File: config.mk
export PLATFORM = sky130hd
export DESIGN_NAME = spr_place
export DESIGN_NICKNAME = d
export VERILOG_FILES = /design/src/design/spr_pkg.sv /design/src/design/spr_place.sv
export SDC_FILE = /design/constraint.sdc
export NUM_CORES = 1
export LEC_CHECK = 0
export BUFFER_PORTS_ARGS = -buffer_cell sky130_fd_sc_hd__buf_2
export CAP_MARGIN = 0
export CORE_MARGIN = 1
export CORE_UTILIZATION = 53
export CTS_CLUSTER_SIZE = 10
export DETAILED_ROUTE_END_ITERATION = 8
export GPL_TIMING_DRIVEN = 0
export PLACE_DENSITY_LB_ADDON = 0.05
export SLEW_MARGIN = 20
export SYNTH_ARGS = -nofsm -noshare
export SYNTH_HDL_FRONTEND = slang
export SYNTH_SLANG_ARGS = --single-unit
File: constraint.sdc
create_clock -name clk_i -period 11.1 [get_ports clk_i]
set_clock_uncertainty 0.2 [all_clocks]
set_input_delay 1.11 -clock clk_i [delete_from_list [all_inputs] [get_ports clk_i]]
set_output_delay 1.11 -clock clk_i [all_outputs]
set_load 0.005 [all_outputs]
File: src/design/spr_pkg.sv
// shared types and constants for the shelf rectangle packer
// no dependencies; every other design file but spr_ram imports this package
package spr_pkg;

  localparam int unsigned COORD_W   = 13;
  localparam int unsigned HANDLE_W  = 8;
  localparam int unsigned LIMIT_W   = 9;
  localparam int unsigned FUNC_W    = 3;
  localparam int unsigned CFG_IDX_W = 2;

  // intermediate width for coordinate sums, also holds COORD_LIMIT
  localparam int unsigned CALC_W = 17;

  localparam int unsigned MAX_HANDLES_DEF = 256;
  localparam int unsigned COORD_LIMIT     = 4096;

  localparam logic [COORD_W-1:0] ATLAS_SIZE_RST   = 13'd4096;
  localparam logic [LIMIT_W-1:0] HANDLE_LIMIT_RST = 9'd256;

  localparam logic [CFG_IDX_W-1:0] CFG_ATLAS_WIDTH  = 2'd0;
  localparam logic [CFG_IDX_W-1:0] CFG_ATLAS_HEIGHT = 2'd1;
  localparam logic [CFG_IDX_W-1:0] CFG_HANDLE_LIMIT = 2'd2;

  typedef enum logic [FUNC_W-1:0] {
    FUNC_PACK   = 3'd0,
    FUNC_ROOM   = 3'd1,
    FUNC_FIND   = 3'd2,
    FUNC_REMOVE = 3'd3,
    FUNC_CLEAR  = 3'd4
  } func_e;

  typedef struct packed {
    logic [COORD_W-1:0] left_edge;
    logic [COORD_W-1:0] top_edge;
    logic [COORD_W-1:0] right_edge;
    logic [COORD_W-1:0] bottom_edge;
  } rect_t;

  localparam int unsigned RECT_W = $bits(rect_t);

  typedef struct packed {
    logic [FUNC_W-1:0]   func;
    logic [COORD_W-1:0]  rect_width;
    logic [COORD_W-1:0]  rect_height;
    logic [HANDLE_W-1:0] query_handle;
  } req_t;

  // placement outcome, handed from the placer to the handle table
  typedef struct packed {
    logic  placed;
    logic  rejected;
    logic  overflowed;
    logic  room;
    logic  forget;
    rect_t rect;
  } place_res_t;

endpackage

File: src/design/spr_place.sv
// shelf placer: cursor, row height and handle counter, pack and room decisions
// depends on spr_pkg
module spr_place import spr_pkg::*; #(
  parameter int unsigned MAX_HANDLES = MAX_HANDLES_DEF,
  localparam int unsigned HW = $clog2(MAX_HANDLES)
) (
  input  logic                clk_i,
  input  logic                rst_ni,
  input  logic                req_valid_i,
  input  req_t                req_i,
  input  logic [COORD_W-1:0]  atlas_width_i,
  input  logic [COORD_W-1:0]  atlas_height_i,
  input  logic [LIMIT_W-1:0]  handle_limit_i,
  output place_res_t          res_o,
  output logic [HW-1:0]       wr_addr_o,
  output logic [HANDLE_W-1:0] new_handle_o
);

  localparam int unsigned CW = $clog2(MAX_HANDLES + 1);
  localparam int unsigned LW = (CW > LIMIT_W) ? CW : LIMIT_W;
  localparam int unsigned NW = (CW > HANDLE_W) ? CW : HANDLE_W;

  logic [COORD_W-1:0] cx_q, cx_d, cy_q, cy_d, rh_q, rh_d;
  logic [CW-1:0]      nh_q, nh_d, nh2;
  logic [CALC_W-1:0]  aw, ah, w, h, cx, cy, rh;
  logic [CALC_W-1:0]  cx1, cy1, rh1, cx2, cy2, rh2, rh3, right_x, bottom_y;
  logic [LW-1:0]      lim, nh_ext;
  logic [NW-1:0]      hd_ext;
  logic               is_pack, is_room, is_clear;
  logic               reject, wrap, ovf, placed, fits_fresh, fits_row;

  always_comb begin
    is_pack  = 1'b0;
    is_room  = 1'b0;
    is_clear = 1'b0;
    case (req_i.func)
      FUNC_PACK:  is_pack  = req_valid_i;
      FUNC_ROOM:  is_room  = req_valid_i;
      FUNC_CLEAR: is_clear = req_valid_i;
      default:    is_pack  = 1'b0;
    endcase
  end

  always_comb begin
    // atlas sizes above the coordinate limit act as the limit
    aw = CALC_W'(atlas_width_i);
    if (aw > CALC_W'(COORD_LIMIT)) aw = CALC_W'(COORD_LIMIT);
    ah = CALC_W'(atlas_height_i);
    if (ah > CALC_W'(COORD_LIMIT)) ah = CALC_W'(COORD_LIMIT);

    if (handle_limit_i == '0) begin
      lim = LW'(1);
    end else if (LW'(handle_limit_i) > LW'(MAX_HANDLES)) begin
      lim = LW'(MAX_HANDLES);
    end else begin
      lim = LW'(handle_limit_i);
    end

    w  = CALC_W'(req_i.rect_width);
    h  = CALC_W'(req_i.rect_height);
    cx = CALC_W'(cx_q);
    cy = CALC_W'(cy_q);
    rh = CALC_W'(rh_q);

    reject = (w > aw) || (h > ah);

    // open a new row when the rest of this one is too narrow
    wrap = (cx + w) > aw;
    cy1  = wrap ? cy + rh : cy;
    cx1  = wrap ? '0 : cx;
    rh1  = wrap ? '0 : rh;

    nh_ext = LW'(nh_q);
    ovf    = ((cy1 + h) > ah) || (nh_ext >= lim);
    cx2    = ovf ? '0 : cx1;
    cy2    = ovf ? '0 : cy1;
    rh2    = ovf ? '0 : rh1;
    nh2    = ovf ? '0 : nh_q;
    rh3    = (h > rh2) ? h : rh2;

    right_x  = cx2 + w;
    bottom_y = cy2 + h;
    placed   = is_pack && !reject;

    fits_fresh = (aw >= w) && ((cy + rh + h) <= ah);
    fits_row   = ((cx + w) <= aw) && ((cy + h) <= ah);

    cx_d = cx_q;
    cy_d = cy_q;
    rh_d = rh_q;
    nh_d = nh_q;
    if (is_clear) begin
      cx_d = '0;
      cy_d = '0;
      rh_d = '0;
      nh_d = '0;
    end
    if (placed) begin
      cx_d = COORD_W'(right_x);
      cy_d = COORD_W'(cy2);
      rh_d = COORD_W'(rh3);
      nh_d = nh2 + 1'b1;
    end

    res_o.placed     = placed;
    res_o.rejected   = is_pack && reject;
    res_o.overflowed = placed && ovf;
    res_o.room       = is_room && (fits_fresh || fits_row);
    res_o.forget     = is_clear || (placed && ovf);
    res_o.rect.left_edge   = COORD_W'(cx2);
    res_o.rect.top_edge    = COORD_W'(cy2);
    res_o.rect.right_edge  = COORD_W'(right_x);
    res_o.rect.bottom_edge = COORD_W'(bottom_y);

    hd_ext       = NW'(nh2);
    new_handle_o = hd_ext[HANDLE_W-1:0];
    wr_addr_o    = HW'(nh2);
  end

  always_ff @(posedge clk_i or negedge rst_ni) begin
    if (!rst_ni) begin
      cx_q <= '0;
      cy_q <= '0;
      rh_q <= '0;
      nh_q <= '0;
    end else begin
      cx_q <= cx_d;
      cy_q <= cy_d;
      rh_q <= rh_d;
      nh_q <= nh_d;
    end
  end

endmodule

; After elaboration in Yosys (flattened, before gate mapping)
; Index checks and enable logic that the tools add are counted.
[totals]
ff_bits = 48
wordCells = 62
output_inout_bits = 73
[op_classes]
eq_ne = 2
add_sub_neg = 8
order_cmp = 13
n_reduce_logical = 14
muxes = 21
[ops]
columns = cell, n
row1 = 13-bit 2-to-1 mux, 12
row2 = 9-bit 2-to-1 mux, 5
row3 = 13-bit by 13-bit adder with 14-bit output, 3
row4 = 13-bit by 17-bit greater-than comparator with 1-bit output, 2
row5 = 17-bit greater-than comparator, 2
row6 = 14-bit by 17-bit <= comparator with 1-bit output, 2
row7 = 14-bit by 13-bit adder with 15-bit output, 2
row8 = 13-bit adder, 2
row9 = "13-bit greater-than comparator, second input constant", 2
row10 = 17-bit by 13-bit >= comparator with 1-bit output, 1
row11 = 15-bit by 17-bit <= comparator with 1-bit output, 1
row12 = 14-bit 2-to-1 mux, 1
row13 = 13-bit greater-than comparator, 1
row14 = "9-bit by 1-bit adder with 9-bit output, second input constant", 1
row15 = 9-bit >= comparator, 1
row16 = "9-bit greater-than comparator, second input constant", 1
row17 = 9-bit zero test, 1
row18 = 1-bit logical AND, 6
row19 = 1-bit logical OR, 4
row20 = "3-bit by 1-bit equality test with 1-bit output, second input constant", 1
row21 = "3-bit equality test, second input constant", 1
row22 = 3-bit zero test, 1
row23 = 1-bit 2-to-1 mux, 3
row24 = 2-bit nonzero test, 1
row25 = 1-bit zero test, 1

; Depth between registers and ports, before layout
; Gate-level depths: netlist (run 1).
[logic_depth]
depth_word = 11
depth_mapped = 51

; Worst setup path before layout (run 1)
; Ideal clock, no wire load.
[synth_path]
path_kind = input port to output port
from = input port req_i[21] in the netlist's numbering
to = output port res_o[25] in the netlist's numbering
arrival_ns = 10.050
slack_ns = -0.260
path_stages = 48
n_path_buf = 2
path_cell_list = ha_1 inv_1 fa_1 nor2b_1 o21ai_0 a21boi_0 o21ai_0 a21oi_1 a211o_1 a21o_1 a21oi_1 xnor2_1 ha_1 nand4_1 or4_1 a221oi_2 nand2_1 buf_2 [12 not listed] ha_1 nand2_1 o21ai_0 mux2i_1 o21ai_0 nor4b_2 clkbuf_1 and2_1 ha_1 fa_1 a211oi_1 nor2_1 nor4_1 o311ai_0 a21o_1 a21o_1 xnor2_1 xnor2_1
[synth_lines]
columns = item, line
row1 = start: declaration, spr_place.sv:10  ; input req_t req_i,
row2 = end: declaration, spr_place.sv:14  ; output place_res_t res_o,

==> results.md, run 1 <==
* Outcome: complete, but fails checks
* Failing checks: negative setup slack
* Leakage at 5.83 nW
* R2R Path Start: cx_q[0]
* Fin cells at 1500
* H-tree levels at 2
* Most crowded layer after global routing: met2
* Drt via density at 5.81
* Max stage delay cell, worst path: or4_4
* Mapped Cells at 1074
* Critical path arrival at 10.27 ns
* GR Util met3 at 4.38%
* Clock period minus final worst setup slack at 11.58 ns
* Grt met1 use at 38.9%
* I/O pins at 148
* Antenna Cells at 0
* Worst reg2reg setup slack at 0.71 ns
* Share of layout cells above drive strength 1 at 26.1%
* Final setup viols at 9
* Worst-path fanout max at 4
* Worst slew pin tran at 0.737 ns
* Peak VDD IR at 0.0634 mV
* PnR worst setup slack at -0.484 ns
* Worst R2R Path Depth at 48
* Setup TNS at -2.04 ns
* Hold_ws at 0.336 ns
* HPWL Detailed at 20700 um
* Total track usage at 32.2%
* EDFF count, synth at 0
* Die width at 129 um
* Final hold viol count at 0
* Most frequent CP cell: o31a_1
* Mapped Nets at 1346
* Routed WL at 27100 um
* Relative slew slack at 50.2%
* Total die area at 16700 sq um
* Largest family of logic cells by synthesized area: adder cells
* DR pass1 iterations at 6
* RSZ-0062 raised after global routing: yes
* Clock root buffer: clkbuf_16
* Hold WC Path Type: flop to flop
* Clk Latency, worst-skew pair at 0.31 ns
* Vias in the first global route at 8006
* Syn Area/Cell at 7.97 sq um
* Synth top area cells: ha_1 (28%), dfrtp_1 (14%), nand2_1 (5.2%)
* FF+latch count, synth at 48
* Post-Synth Adder-Cell Area at 29.4%
* Pwr dens at 73.6 nW/um^2
* Met2 GRT Util at 58.3%
* Proportion of synthesized area in mux cells at 1.80%
* Reg2Reg Capture Point: rh_q[5]
* Post-placement cell count at 1429
* Max stage delay on crit path at 0.46 ns
* WS Path Type: input port to output pin
* Worst Setup EP: res_o[25]
* Cts bufs inserted at 5
* Port buffer count at 139
* Synth area leader: ha_1
* Pin count of the biggest net entering global routing at 49
* Die Y at 129 um
* Synth Area in Compound Gates at 22.0%
* Post-Synth Simple-Gate Area at 20.1%
* Asr flop ratio synth at 100%
* # Max-Cap Violations at 0
* Seq/Total Area, Yosys at 14.0%
* CTS tree: built
* Gr ovfl total at 0
* Worst setup EP type: output pin
* Initial drt markers at 511
* Synth top area share at 27.8%
* Final Util at 68.6%
* Critical path launch point type: input port
* Synth Flop Type: dfrtp_1
* Fin crit share at 104%
* Post-route ant nets at 0
* GPL Wtd Cong at 0.929
* Area of the core at 15800 sq um
* Global-route wire length before repair at 40800 um
* Data required, critical path at 9.79 ns
* Clock Tree Buf Depth at 2
* Initial core utilization at 54.1%
* Max-slew violation count at 0
* Antenna violations before repair at 0
* Area Growth Syn to Fin at 26.9%
* Library cells used by synthesis at 62
* Wire per inst at 18.1 um
* Sink Count at 48
* CP startpoint: req_i[24]
* Worst-path clk slew at 0.08 ns
* Post-synthesis xor/xnor area fraction at 7.37%
* Residual DRC count at 0
* Ys Warns at 0
* Rows at 46
* Mapped Area at 8560 sq um
* Final nets at 1555
* Highest clock rate at 86.3 MHz
* DR vias at 8711
[placed cells by master, fill, tap and decap left out, drive strengths merged, types with 23 or more instances in the layout]
cell | synthesis | layout
buf | 17 | 219
ha | 190 | 190
nand2 | 118 | 118
inv | 79 | 79
nor2 | 72 | 72
a21oi | 71 | 71
o21ai | 50 | 50
xnor2 | 49 | 49
dfrtp | 48 | 48
a21o | 34 | 34
nand3 | 30 | 30
nor2b | 26 | 26
o21a | 23 | 23
xor2 | 23 | 23
[synthesized netlist by cell type (all sizes together), types with 8 or more instances]
master / n
a211o: 8
buf: 17
ha: 190
nand2: 118
and2: 17
o211ai: 8
clkbuf: 10
nor3: 20
nor2b: 26
a21o: 34
a22o: 13
nor4: 12
xor2: 23
o21a: 23
and3: 13
a21oi: 71
nor2: 72
a211oi: 11
nand4: 17
nand2b: 13
dfrtp: 48
or2: 8
inv: 79
xnor2: 49
nand3: 30
o21ai: 50
mux2i: 15
[kinds of logic after synthesis]
| family | after synthesis |
|---|---|
| AO/OA/AOI/OAI | 277 |
| adder cells (fa/ha/maj) | 197 |
| XOR/XNOR | 72 |
| AND/OR/NAND/NOR | 358 |
| buffers and inverters | 107 |
| multiplexers | 15 |
| flip-flops | 48 |
[area by class of cell]
cell class | count | area [sq um]
inverters | 80 | 300
repair buffers | 202 | 1200
well taps | 216 | 270
clock buffers | 5 | 125
fillers | 1317 | 4960
flip-flops and latches | 48 | 1200
plain buffers | 27 | 206
clock inverters | 3 | 47.5
multi-input cells | 919 | 7510
[flip-flops by register name (all words and copies together), names as in the netlist]
| register | flops |
|---|---|
| nh_ext | 9 |
| rh_q | 13 |
| cy_q | 13 |
| cx_q | 13 |
[where the power goes]
| group | internal [mW] | switching [mW] |
|---|---|---|
| registers | 0.181 | 0.00656 |
| clock network | 0.108 | 0.0825 |
| logic | 0.193 | 0.229 |
| total | 0.481 | 0.319 |
[per-stage QoR]
stage               power [mW]  instance area [sq um]  setup slack [ns]
finish                   0.800                  10900            -0.484
global route             0.848                  10900            -0.835
CTS                      0.766                  10400            -0.354
detailed placement       0.518                   9570             -1.93
global placement         0.515                   9570             -1.94
floorplan                0.413                   8600           0.00185
[worst min path at each step]
stage | start | to | slack, ns | cells past startpoint
after floorplan | rh_q[0] | rh_q[0] | 0.28 | 1
after global placement | rh_q[4] | rh_q[4] | 0.32 | 1
after detailed placement | rh_q[4] | rh_q[4] | 0.32 | 1
after CTS | rh_q[4] | rh_q[4] | 0.34 | 1
after global routing | rh_q[4] | rh_q[4] | 0.37 | 1
final | rh_q[4] | rh_q[4] | 0.34 | 1
[repair_timing]
action                     CTS  global route
resized for setup           79            61
setup buffers               40            24
hold buffers                 0             0
pin swaps                   51            63
hold endpoints to repair     0             0
setup endpoints to repair   50            31
[layer usage]
layer  share of wire [%]  vias to the layer above
li1                    -                     4328
met4                 4.1                        0
met2                  49                      266
met1                  43                     4063
met5                   0                        -
met3                 4.6                       54
[critical path: cells and delay by family]
kind,cells,cell delay (ns)
compound gates,18,4.10
simple gates,9,1.94
fa+ha+maj,5,1.38
buf+inv,5,0.77
xor+xnor,4,0.58
mux,1,0.36
(Power assumes the default switching activity.)
==> inputs of run 2 (changes only) <==
Settings changed: BUFFER_PORTS_ARGS -buffer_cell sky130_fd_sc_hd__buf_2 to not set, CORE_UTILIZATION 53 to 55, DONT_BUFFER_PORTS set to 1.
==> run 2 against run 1 <==
  * The flow still finishes with violations (negative setup slack)
  * Sequential cell count unchanged
  * Clock power about the same
  * Cell count decreased by 13%
  * Non-clock buffer count decreased by 163
  * First-iteration DRC count decreased by 8.6%
  * Design area decreased by 8.4%
  * Power decreased by 6.3%
  * Critical path depth increased by 4
  * Worst setup slack improved by 0.23 ns
  * Global-route usage increased by 0.070 points
  * Routed wire length decreased by 3.3%
  * Largest cell class unchanged
  * Largest power group unchanged
  * Highest routed layer unchanged
==> results.md, run 2 (synthesis results as in run 1) <==
* Max-slew violation count at 0 (unchanged)
* Global-route wire length before repair at 40000 um (-1.9%)
* Critical path arrival at 10.04 ns (-0.23 ns)
* Highest clock rate at 88.1 MHz (+2.0%)
* Biggest regs: cx_q x13, cy_q x13, rh_q x13
* Post-CTS Hold Buffers at 0 (unchanged)
* Die width at 127 um (-1.8%)
* Multi-input combinational cell area at 7540 sq um (+0.40%)
* Failing checks: negative setup slack
* Worst-path clk slew at 0.08 ns (about the same)
* PnR worst setup slack at -0.251 ns (+0.233 ns)
* Worst slew pin tran at 0.799 ns (+0.0626 ns)
* Antenna violations before repair at 0 (unchanged)
* Wire per inst at 20.0 um (+11%)
* Max stage delay cell, worst path: or4_4
* Critical path launch point type: input port
* Outcome: complete, but fails checks
* RSZ-0062 raised after global routing: yes
* Total die area at 16100 sq um (-3.6%)
* Share of layout cells above drive strength 1 at 15.4% (-11 points)
* Pint at 455 uW (-5.4%)
* I/O pins at 148 (unchanged)
* HPWL Detailed at 20300 um (-1.8%)
* Post-route cell area at 9950 sq um (-8.4%)
* Initial drt markers at 467 (-8.6%)
* Drt via density at 6.16 (+6.0%)
* Clock period minus final worst setup slack at 11.35 ns (-0.233 ns)
* Final nets at 1392 (-10%)
* GPL Wtd Cong at 0.936 (+0.80%)
* DR vias at 8058 (-7.5%)
* Residual DRC count at 0 (unchanged)
* Max stage delay on crit path at 0.56 ns (+0.10 ns)
* Placed cell area at 8840 sq um (-7.7%)
* Leakage at 5.11 nW (-12%)
* Total power at 749 uW (-6.3%)
* Vias in the first global route at 7779 (-2.8%)
* Area Growth Syn to Fin at 16.3%
* Routed WL at 26200 um (-3.3%)
* Net Sw Frac at 39.2% (-0.61 points)
* Fin crit share at 102% (-2.1 points)
* Initial core utilization at 56.3% (+2.2 points)
* Most frequent CP cell: o31a_1
* Pin count of the biggest net entering global routing at 49 (unchanged)
* CTS tree: built
* Rows at 45 (-2.2%)
* WS Path Type: input port to output pin
* Flip-flop and latch area at 1200 sq um (unchanged)
* Final hold viol count at 0 (unchanged)
* Clk Latency, worst-skew pair at 0.31 ns (about the same)
* DR pass1 iterations at 5 (-1)
* Dpl ws at -1.86 ns (+0.0682 ns)
* Clk pwr share at 25.1% (+1.3 points)
* H-tree levels at 2 (unchanged)
* Pwr dens at 75.3 nW/um^2 (+2.3%)
* Port buffer count at 0 (-100%)
* Relative slew slack at 46.7% (-3.5 points)
* Hold WC Path Type: input port to asynchronous set/reset pin
* Cts bufs inserted at 5 (unchanged)
* Peak VDD IR at 0.0594 mV (-6.4%)
* Combinational cell fraction of total power at 50.0% (-2.8 points)
* Worst setup EP type: output pin
* Antenna Cells at 0 (unchanged)
* Sequential share of power at 24.9% (+1.5 points)
* Area of the core at 15200 sq um (-4.0%)
* Total track usage at 32.3% (+0.070 points)
* # Max-Cap Violations at 0 (unchanged)
* Sink Count at 48 (unchanged)
* Most frequent cells in the layout: ha_1 (175), nand2_1 (115), inv_1 (76), nor2_1 (65), a21oi_1 (54)
* Clock root buffer: clkbuf_16
* Commonest non-fill, non-tap cell in the layout: ha_1
* Final setup viols at 4 (-5)
* Post-route ant nets at 0 (unchanged)
* Filler cells at 1330 (+0.99%)
* Gr ovfl total at 0 (unchanged)
* Clock Tree Buf Depth at 2 (unchanged)
* Net Switching at 294 uW (-7.7%)
* Worst-path fanout max at 7 (+3)
* Die Y at 127 um (-1.8%)
* Data required, critical path at 9.79 ns (about the same)
## run 2: changes by cell type in the layout (fill, tap and decap cells not counted), moves of 3 or more
cell / delta
buf_4: -21
buf_6: -4
nor2_1: +3
buf_2: -136
a21oi_4: +4
## run 2: final cells by class
type	count	share of cell area [%]
clock inverter	3	0.465
buffer	26	1.99
inverter	80	3.02
clock buffer	5	1.26
timing repair buffer	40	3.06
multi-input combinational	919	75.8
tap	188	2.36
sequential	48	12.1
## run 2: worst paths after layout
check,startpoint,to,slack [ns],cells past startpoint
max in group asynchronous,rst_ni,cy_q[10],10.30,0
min in group clk_i,cx_q[8],cx_q[8],0.34,2
hold / removal,rst_ni,nh_ext[5],0.28,0
hold reg to reg,cx_q[8],cx_q[8],0.34,2
setup reg to reg,cx_q[2],rh_q[8],0.71,46
setup / recovery,req_i[23],res_o[12],-0.25,46
## run 2: metal layers
layer,vias up,part of all wire [%],wire [um],GRT usage [%]
li1,4004,-,-,-
met1,3785,42,11000,38.0
met2,222,49,12800,58.3
met3,47,5.1,1350,4.85
met4,0,3.9,1010,13.9
met5,-,0,0,0
## run 2: power groups by stage
stage                     registers (mW)  logic [mW]  clock network (mW)
after floorplan                    0.187       0.225                   0
after global placement             0.189       0.293                   0
after detailed placement           0.189       0.297                   0
after CTS                          0.186       0.353               0.189
after global routing               0.187       0.411               0.197
final                              0.187       0.374               0.188
## run 2: repair_timing
action,in CTS,in global routing
pin swaps,58,65
endpoints found under the setup margin,45,25
resized for setup,76,57
setup buffers,33,8
## run 2: stage by stage
stage / setup TNS (ns) / util, % / instances / hold slack [ns]
floorplan: 0 / - / 1074 / 0.283
global placement: -45.12 / 58.1 / 1262 / 0.308
detailed placement: -42.36 / 58.1 / 1262 / 0.308
CTS: -0.370 / 63.3 / 1303 / 0.279
global route: -3.79 / 65.5 / 1309 / 0.271
finish: -0.550 / 65.5 / 1309 / 0.284
## run 2: worst max-delay path, delay by kind of cell
family                     cells  cell delay [ns]
buffers and inverters          6             0.54
muxes                          2             0.30
adders and majority gates      7             1.72
xor gates and xnor gates       4             0.62
and+or+nand+nor               10             1.78
AOI/OAI and AO/OA             17             3.93
